[src/hw/rtl/ipg_pkg.sv]
// shared constants and types for the integer partition generator
`default_nettype none

package ipg_pkg;

  localparam int MaxParts = 20;
  localparam int PartW    = 5;
  localparam int IdxW     = $clog2(MaxParts);
  localparam int CntW     = $clog2(MaxParts + 1);
  localparam int AddrW    = 3;
  localparam int DataW    = 32;

  localparam logic RegTarget = 1'b0;

  typedef enum logic [3:0] {
    OP_NONE,
    OP_FILL_INIT,
    OP_FILL,
    OP_ADV_INIT,
    OP_ADV_TAIL,
    OP_LOAD_CUR,
    OP_SCAN,
    OP_RAISE,
    OP_ONES,
    OP_EMIT
  } dp_op_e;

  typedef struct packed {
    dp_op_e op;
  } cmd_t;

  typedef struct packed {
    logic started;
    logic count_le1;
    logic fill_last;
    logic p_zero;
    logic p_one;
    logic cur_lt_prev;
    logic ones_zero;
    logic ones_one;
    logic emit_done;
  } status_t;

endpackage

`default_nettype wire

[src/hw/rtl/ipg_dp.sv]
// datapath: part store, scan registers, output register and target register
`default_nettype none

module ipg_dp (
  input  logic                         clk_i,
  input  logic                         rst_ni,
  input  ipg_pkg::cmd_t                cmd_i,
  output ipg_pkg::status_t             status_o,
  input  logic                         cfg_we_i,
  input  logic [ipg_pkg::PartW-1:0]    cfg_target_i,
  output logic [ipg_pkg::PartW-1:0]    target_o,
  input  logic                         out_ready_i,
  output logic                         out_valid_o,
  output logic [ipg_pkg::PartW-1:0]    part_o,
  output logic                         last_part_o,
  output logic                         final_partition_o
);

  localparam int PartW = ipg_pkg::PartW;
  localparam int IdxW  = ipg_pkg::IdxW;
  localparam int CntW  = ipg_pkg::CntW;

  logic [PartW-1:0] mem [ipg_pkg::MaxParts];
  logic [PartW-1:0] rdata_q;

  logic [PartW-1:0] target_q, target_d;
  logic             started_q, started_d;
  logic [CntW-1:0]  count_q, count_d;
  logic [CntW-1:0]  widx_q, widx_d;
  logic [PartW-1:0] tail_q, tail_d;
  logic [PartW-1:0] cur_q, cur_d;
  logic [IdxW-1:0]  p_q, p_d;
  logic [CntW-1:0]  ones_q, ones_d;
  logic [CntW-1:0]  k_q, k_d;
  logic             pend_q, pend_d;
  logic             pend_last_q, pend_last_d;
  logic             out_valid_q, out_valid_d;
  logic [PartW-1:0] part_q, part_d;
  logic             last_q, last_d;
  logic             final_q, final_d;

  logic             mem_we;
  logic [IdxW-1:0]  mem_waddr;
  logic [PartW-1:0] mem_wdata;
  logic             mem_re;
  logic [IdxW-1:0]  mem_raddr;

  logic [CntW-1:0]  eff_t;
  logic [CntW-1:0]  cnt_m1, cnt_m2;
  logic [IdxW-1:0]  p_m1, p_m2;
  logic             load;

  always_comb begin
    if (target_q == '0) begin
      eff_t = CntW'(1);
    end else if (int'(target_q) > ipg_pkg::MaxParts) begin
      eff_t = CntW'(ipg_pkg::MaxParts);
    end else begin
      eff_t = CntW'(target_q);
    end
  end

  assign cnt_m1 = count_q - CntW'(1);
  assign cnt_m2 = count_q - CntW'(2);
  assign p_m1   = p_q - IdxW'(1);
  assign p_m2   = p_q - IdxW'(2);
  assign load   = pend_q && (!out_valid_q || out_ready_i);

  always_comb begin
    target_d    = target_q;
    started_d   = started_q;
    count_d     = count_q;
    widx_d      = widx_q;
    tail_d      = tail_q;
    cur_d       = cur_q;
    p_d         = p_q;
    ones_d      = ones_q;
    k_d         = k_q;
    pend_d      = pend_q;
    pend_last_d = pend_last_q;
    out_valid_d = out_valid_q;
    part_d      = part_q;
    last_d      = last_q;
    final_d     = final_q;
    mem_we      = 1'b0;
    mem_waddr   = widx_q[IdxW-1:0];
    mem_wdata   = PartW'(1);
    mem_re      = 1'b0;
    mem_raddr   = k_q[IdxW-1:0];

    if (out_ready_i) begin
      out_valid_d = 1'b0;
    end

    unique case (cmd_i.op)
      ipg_pkg::OP_FILL_INIT: begin
        widx_d    = '0;
        count_d   = eff_t;
        started_d = 1'b1;
        k_d       = '0;
        pend_d    = 1'b0;
      end
      ipg_pkg::OP_FILL: begin
        mem_we = 1'b1;
        widx_d = widx_q + CntW'(1);
      end
      ipg_pkg::OP_ADV_INIT: begin
        started_d = 1'b1;
        k_d       = '0;
        pend_d    = 1'b0;
        mem_re    = 1'b1;
        mem_raddr = cnt_m1[IdxW-1:0];
      end
      ipg_pkg::OP_ADV_TAIL: begin
        tail_d    = rdata_q;
        p_d       = cnt_m2[IdxW-1:0];
        mem_re    = 1'b1;
        mem_raddr = cnt_m2[IdxW-1:0];
      end
      ipg_pkg::OP_LOAD_CUR: begin
        cur_d = rdata_q;
        if (p_q != '0) begin
          mem_re    = 1'b1;
          mem_raddr = p_m1;
        end
      end
      ipg_pkg::OP_SCAN: begin
        if (!(cur_q < rdata_q)) begin
          tail_d = tail_q + cur_q;
          p_d    = p_m1;
          cur_d  = rdata_q;
          if (p_q != IdxW'(1)) begin
            mem_re    = 1'b1;
            mem_raddr = p_m2;
          end
        end
      end
      ipg_pkg::OP_RAISE: begin
        mem_we    = 1'b1;
        mem_waddr = p_q;
        mem_wdata = cur_q + PartW'(1);
        widx_d    = CntW'(p_q) + CntW'(1);
        ones_d    = CntW'(tail_q) - CntW'(1);
        count_d   = CntW'(p_q) + CntW'(tail_q);
      end
      ipg_pkg::OP_ONES: begin
        mem_we = 1'b1;
        widx_d = widx_q + CntW'(1);
        ones_d = ones_q - CntW'(1);
      end
      ipg_pkg::OP_EMIT: begin
        if (load) begin
          out_valid_d = 1'b1;
          part_d      = rdata_q;
          last_d      = pend_last_q;
          final_d     = (count_q == CntW'(1));
          pend_d      = 1'b0;
        end
        if ((k_q < count_q) && (!pend_q || load)) begin
          mem_re      = 1'b1;
          mem_raddr   = k_q[IdxW-1:0];
          pend_d      = 1'b1;
          pend_last_d = ((k_q + CntW'(1)) == count_q);
          k_d         = k_q + CntW'(1);
        end
      end
      default: begin
      end
    endcase

    if (cfg_we_i) begin
      target_d  = cfg_target_i;
      started_d = 1'b0;
    end
  end

  always_ff @(posedge clk_i) begin
    if (mem_we) begin
      mem[mem_waddr] <= mem_wdata;
    end
    if (mem_re) begin
      rdata_q <= mem[mem_raddr];
    end
  end

  always_ff @(posedge clk_i or negedge rst_ni) begin
    if (!rst_ni) begin
      target_q    <= PartW'(1);
      started_q   <= 1'b0;
      count_q     <= '0;
      pend_q      <= 1'b0;
      out_valid_q <= 1'b0;
    end else begin
      target_q    <= target_d;
      started_q   <= started_d;
      count_q     <= count_d;
      pend_q      <= pend_d;
      out_valid_q <= out_valid_d;
    end
  end

  always_ff @(posedge clk_i) begin
    widx_q      <= widx_d;
    tail_q      <= tail_d;
    cur_q       <= cur_d;
    p_q         <= p_d;
    ones_q      <= ones_d;
    k_q         <= k_d;
    pend_last_q <= pend_last_d;
    part_q      <= part_d;
    last_q      <= last_d;
    final_q     <= final_d;
  end

  assign status_o.started     = started_q;
  assign status_o.count_le1   = (count_q <= CntW'(1));
  assign status_o.fill_last   = (widx_q == cnt_m1);
  assign status_o.p_zero      = (p_q == '0);
  assign status_o.p_one       = (p_q == IdxW'(1));
  assign status_o.cur_lt_prev = (cur_q < rdata_q);
  assign status_o.ones_zero   = (ones_q == '0);
  assign status_o.ones_one    = (ones_q == CntW'(1));
  assign status_o.emit_done   = (k_q == count_q) && !pend_q;

  assign target_o          = target_q;
  assign out_valid_o       = out_valid_q;
  assign part_o            = part_q;
  assign last_part_o       = last_q;
  assign final_partition_o = final_q;

endmodule

`default_nettype wire

[src/hw/rtl/ipg_ctrl.sv]
// controller state machine sequencing fill, advance scan and part emission
`default_nettype none

module ipg_ctrl (
  input  logic             clk_i,
  input  logic             rst_ni,
  input  logic             in_valid_i,
  input  logic             restart_i,
  output logic             in_ready_o,
  input  ipg_pkg::status_t status_i,
  output ipg_pkg::cmd_t    cmd_o
);

  localparam logic [2:0] StIdle    = 3'd0;
  localparam logic [2:0] StFill    = 3'd1;
  localparam logic [2:0] StAdvTail = 3'd2;
  localparam logic [2:0] StLoadCur = 3'd3;
  localparam logic [2:0] StScan    = 3'd4;
  localparam logic [2:0] StRaise   = 3'd5;
  localparam logic [2:0] StOnes    = 3'd6;
  localparam logic [2:0] StEmit    = 3'd7;

  logic [2:0] state_q, state_d;

  assign in_ready_o = (state_q == StIdle);

  always_comb begin
    state_d    = state_q;
    cmd_o.op   = ipg_pkg::OP_NONE;
    unique case (state_q)
      StIdle: begin
        if (in_valid_i) begin
          if (restart_i || !status_i.started || status_i.count_le1) begin
            cmd_o.op = ipg_pkg::OP_FILL_INIT;
            state_d  = StFill;
          end else begin
            cmd_o.op = ipg_pkg::OP_ADV_INIT;
            state_d  = StAdvTail;
          end
        end
      end
      StFill: begin
        cmd_o.op = ipg_pkg::OP_FILL;
        if (status_i.fill_last) begin
          state_d = StEmit;
        end
      end
      StAdvTail: begin
        cmd_o.op = ipg_pkg::OP_ADV_TAIL;
        state_d  = StLoadCur;
      end
      StLoadCur: begin
        cmd_o.op = ipg_pkg::OP_LOAD_CUR;
        state_d  = status_i.p_zero ? StRaise : StScan;
      end
      StScan: begin
        cmd_o.op = ipg_pkg::OP_SCAN;
        if (status_i.cur_lt_prev || status_i.p_one) begin
          state_d = StRaise;
        end
      end
      StRaise: begin
        cmd_o.op = ipg_pkg::OP_RAISE;
        state_d  = StOnes;
      end
      StOnes: begin
        if (status_i.ones_zero) begin
          state_d = StEmit;
        end else begin
          cmd_o.op = ipg_pkg::OP_ONES;
          if (status_i.ones_one) begin
            state_d = StEmit;
          end
        end
      end
      StEmit: begin
        cmd_o.op = ipg_pkg::OP_EMIT;
        if (status_i.emit_done) begin
          state_d = StIdle;
        end
      end
      default: begin
        state_d = StIdle;
      end
    endcase
  end

  always_ff @(posedge clk_i or negedge rst_ni) begin
    if (!rst_ni) begin
      state_q <= StIdle;
    end else begin
      state_q <= state_d;
    end
  end

endmodule

`default_nettype wire

[src/hw/rtl/integer_partition_generator.sv]
// top level of the integer partition generator
//
// usage: write target_number at byte address 0 of the apb port, then send
// request items on the in channel (restart_i = 1 starts again at all ones,
// 0 asks for the next partition). each request yields one out item per part,
// largest part first; last_part_o marks the final part of a partition and
// final_partition_o is set on every part of the single-part partition.
// after the single-part partition the next request wraps to all ones.
// sequence: a fresh start writes t ones; an advance scans right to left,
// raises one part and writes the ones after it, all bound by the single
// write port of the part store. emission then streams one part per cycle
// while out_ready_i is high, from the store's registered read port.
// a new request is taken only once the previous one has handed all parts
// to the output register; the last part may still wait there meanwhile.
// when out_ready_i is low, emission pauses and nothing is lost.
// reset: target 1, next request starts at all ones; a target write also
// forces the next request to start at all ones.
`default_nettype none

module integer_partition_generator (
  input  logic                         clk_i,
  input  logic                         rst_ni,
  input  logic                         in_valid_i,
  output logic                         in_ready_o,
  input  logic                         restart_i,
  output logic                         out_valid_o,
  input  logic                         out_ready_i,
  output logic [ipg_pkg::PartW-1:0]    part_o,
  output logic                         last_part_o,
  output logic                         final_partition_o,
  input  logic                         psel,
  input  logic                         penable,
  input  logic                         pwrite,
  input  logic [ipg_pkg::AddrW-1:0]    paddr,
  input  logic [ipg_pkg::DataW-1:0]    pwdata,
  output logic [ipg_pkg::DataW-1:0]    prdata,
  output logic                         pready
);

  ipg_pkg::cmd_t                 cmd;
  ipg_pkg::status_t              status;
  logic                          cfg_we;
  logic [ipg_pkg::PartW-1:0]     target;

  assign pready = 1'b1;
  assign cfg_we = psel && penable && pwrite && (paddr[2] == ipg_pkg::RegTarget);
  assign prdata = (paddr[2] == ipg_pkg::RegTarget) ? ipg_pkg::DataW'(target) : '0;

  ipg_ctrl u_ctrl (
    .clk_i      (clk_i),
    .rst_ni     (rst_ni),
    .in_valid_i (in_valid_i),
    .restart_i  (restart_i),
    .in_ready_o (in_ready_o),
    .status_i   (status),
    .cmd_o      (cmd)
  );

  ipg_dp u_dp (
    .clk_i             (clk_i),
    .rst_ni            (rst_ni),
    .cmd_i             (cmd),
    .status_o          (status),
    .cfg_we_i          (cfg_we),
    .cfg_target_i      (pwdata[ipg_pkg::PartW-1:0]),
    .target_o          (target),
    .out_ready_i       (out_ready_i),
    .out_valid_o       (out_valid_o),
    .part_o            (part_o),
    .last_part_o       (last_part_o),
    .final_partition_o (final_partition_o)
  );

endmodule

`default_nettype wire

[config.mk]
export PLATFORM = sky130hd
export DESIGN_NAME = integer_partition_generator
export DESIGN_NICKNAME = d
export VERILOG_FILES = /design/src/hw/rtl/ipg_pkg.sv /design/src/hw/rtl/ipg_dp.sv /design/src/hw/rtl/ipg_ctrl.sv /design/src/hw/rtl/integer_partition_generator.sv
export SDC_FILE = /design/constraint.sdc
export NUM_CORES = 1
export LEC_CHECK = 0
export BUFFER_PORTS_ARGS = -buffer_cell sky130_fd_sc_hd__buf_2
export CAP_MARGIN = 30
export CORE_MARGIN = 10
export CORE_UTILIZATION = 40
export DETAILED_ROUTE_END_ITERATION = 8
export GPL_ROUTABILITY_DRIVEN = 1
export HOLD_SLACK_MARGIN = 0.06
export PLACE_DENSITY = 0.64
export SETUP_SLACK_MARGIN = 0.05
export SYNTH_ARGS = -nofsm -noshare
export SYNTH_HDL_FRONTEND = slang
export SYNTH_SLANG_ARGS = --single-unit
export TNS_END_PERCENT = 1
[constraint.sdc]
create_clock -name clk_i -period 3.07 [get_ports clk_i]
set_input_delay 0.614 -clock clk_i [delete_from_list [all_inputs] [get_ports clk_i]]
set_output_delay 0.614 -clock clk_i [all_outputs]
set_load 0.1 [all_outputs]
==> reports/results.tsv <==
metric	value	unit
synthesis.yosys.warnings	0	
cts-root-buf	clkbuf_16	
p_per_area	1000	nW/um^2
fin_util	0.483	
startpoint_type	flip-flop	
rows	53	
grt_usage	0.138	
drv_cap	0	
antenna_found_initial	1	
cts_buffers	17	
grt_pass1_vias	5667	
gp_congestion	0.872	
synth_edf_count	143	
p_leak	4.15	nW
grt_max_degree	21	
path_common_cell	mux2i_1	
multi_input_area	3490	um^2
power	10.1	mW
syn_area	8490	um^2
first_pass_iters	5	
min_period	3.31	ns
irDropWorstVdd	0.000369	V
clockBufferDepth	2	
worst_pin_slew	0.786	ns
vias_per_cell	5.12	
syn_avg_cell_area	12.3	um^2
dieArea	27400	um^2
tritoncts	yes	
cpPeakStageDelay	0.46	ns
syn_to_final_growth	19.3	%
drc	0	
fin_crit_sh	1.08	
n_fill_cell	1890	
yosysUniqueCellTypes	57	
ant_nets	0	
status	complete, but fails checks	
crit_path_end_kind	flip-flop	
synth_ff_type	edfxtp_1	
cp_max_fo	8	
reg2regPathDepth	13	
crit_chain	inv_2 -> ha_4 -> or4b_4 -> o211ai_1 -> o21ai_1 -> a21oi_1 -> o211a_2 -> buf_12 -> buf_16 -> mux2i_1 -> mux2i_1 -> mux2_4 -> a221o_1	
finalClockSkew	0.0142	ns
hold_class	input port to async pin	
hpwl	13600	um
fin_ws	-0.237	ns
pin_count	85	
setup_viol	5	
insertion_delay	0.43	ns
cp.arrival	3.48	ns
relSlewSlack	0.471	
start_util	0.405	
die_w	166	um
ys_ff_latch	159	
wirelength	19000	um
ff_latch_area	4700	um^2
required	3.24	ns
fmaxAchievable	302	MHz
fp.dieH	166	um
crit_type	flip-flop to flip-flop	
drtIter0Drc	381	
core_area	21000	um^2
drv_slew	0	
port_buffers	27	
slowest_stage	or4b_4	
clkTransAtPathRegs	0.07	ns
vias	5564	
grt.overflow.total	0	
rsz0062_at_grt	yes	
drive_gt1_frac	0.226	
hold_viol	0	
avgRoutedWirePerCell	17.5	um
synthCells	693	
ys_seq_area_frac	0.553	
violations	setup timing	
fin_nets	875	
ys_async_sr_fraction	0.101	
htree_num_levels	4	
cts_sinks	159	
grt_pass1_wl	30700	um
[cells in the mapped netlist (all sizes together) (7+ instances only)]
cell type,number,area [um^2]
a21oi,23,115
and2,7,46.3
buf,43,328
clkbuf,13,48.8
dfrtp,15,375
edfxtp,143,4290
ha,32,400
inv,24,90.1
mux2,11,124
mux2i,81,811
nand2,46,173
nand2b,7,43.8
nand3,13,65.1
nor2,57,214
nor2b,15,93.8
nor3,12,60.1
o21ai,30,150
xnor2,24,210
xor2,17,149
[area by class of cell]
class | instances | area share
clock inverter | 15 | 0.0163
multi-input combinational | 479 | 0.344
tap | 275 | 0.0340
timing repair buffer | 116 | 0.0898
sequential | 159 | 0.464
inverter | 25 | 0.00964
antenna | 1 | 0.000247
clock buffer | 17 | 0.0420
[logic make-up after synthesis]
logic type               share of synthesized area
multiplexers                                 0.110
flip-flops                                   0.553
other                                     0.000885
buffers and inverters                       0.0554
adder cells (fa/ha/maj)                     0.0519
AO/OA/AOI/OAI                               0.0827
XOR/XNOR                                    0.0423
AND/OR/NAND/NOR                              0.104
[report_power, final]
part | internal, mW | switching [mW]
clock | 1.16 | 0.952
combinational | 2.03 | 2.83
sequential | 2.91 | 0.269
total | 6.10 | 4.05
[worst paths after layout]
kind                                            startpoint                      endpoint  slack, ns
worst max-delay path                 u_dp.p_q[1]$_DFFE_PP_     u_dp.rdata_q[4]$_DFFE_PP_      -0.24
worst min-delay path                                rst_ni  u_dp.target_o[2]$_DFFE_PN0P_        0.1
worst max register to register       u_dp.p_q[1]$_DFFE_PP_     u_dp.rdata_q[4]$_DFFE_PP_      -0.24
worst min register to register  u_dp.pend_last_q$_DFFE_PP_    u_dp.last_part_o$_DFFE_PP_       0.43
max in group asynchronous                           rst_ni  u_dp.target_o[0]$_DFFE_PN1P_       2.66
min in group clk_i                               pwdata[1]  u_dp.target_o[1]$_DFFE_PN0P_       0.42
[registers in the layout (all words and copies together) (netlist names)]
register                cells
u_dp.mem                  100
u_dp.count_q                5
u_dp.cur_q                  5
u_dp.k_q                    5
u_dp.ones_q                 5
u_dp.p_q                    5
u_dp.part_o                 5
u_dp.rdata_q                5
u_dp.tail_q                 5
u_dp.target_o               5
u_dp.widx_q                 5
u_ctrl.state_q              3
u_dp.final_partition_o      1
u_dp.last_part_o            1
u_dp.out_valid_o            1
u_dp.pend_last_q            1
u_dp.pend_q                 1
u_dp.started_q              1
[worst max-delay path: cells and delay by family (launching register included)]
kind | cells | cell delay, ns
buf+inv | 3 | 0.40
fa+ha+maj | 1 | 0.13
simple gates | 1 | 0.46
compound gates | 5 | 1.11
flops | 1 | 0.41
mux | 3 | 0.54
[what timing repair did]
item	CTS	global route
resized for setup	16	11
cloned	3	0
pin swaps	13	4
hold buffers	0	0
endpoints found under the setup margin	25	85
setup buffers	3	2
[metrics by stage]
stage / setup TNS [ns] / cell area, um^2 / instances / hold slack [ns] / setup WS [ns]
finish: -1.13 / 10100 / 1087 / 0.0991 / -0.237
global route: -2.65 / 10100 / 1086 / 0.118 / -0.381
CTS: -1.04 / 10100 / 1085 / 0.0979 / -0.215
detailed placement: -1.51 / 9350 / 1047 / 0.416 / -0.326
global placement: -1.33 / 9350 / 1047 / 0.406 / -0.288
floorplan: -1.30 / 8590 / 719 / 0.318 / -0.260
[metal layers]
metal / wire length (um) / vias to the layer above / global-route usage
met2: 9190 / 144 / 0.228
met1: 8490 / 2702 / 0.178
met5: 0 / - / 0
li1: - / 2694 / -
met4: 284 / 0 / 0.0470
met3: 1000 / 24 / 0.0267
[cell usage in the layout, fill, tap and decap left out, types with 5 or more instances in the layout]
cell and instances:
a211oi_1 5, a21o_1 5, a21oi_1 23, a221o_1 5, a22o_1 5, and2_1 5
buf_12 5, buf_2 27, buf_4 81, clkbuf_16 17, conb_1 28, dfrtp_1 15
edfxtp_1 143, ha_1 31, inv_1 22, inv_6 5, inv_8 5, mux2_2 6
mux2_4 5, mux2i_1 79, nand2_1 46, nand2b_1 7, nand3_1 13, nor2_1 51
nor2_2 6, nor2b_1 15, nor3_1 11, nor3b_1 5, o211ai_1 6, o21a_1 6
o21ai_0 27, xnor2_1 24, xor2_1 17
Note: power is estimated with default switching activity, not from simulation.
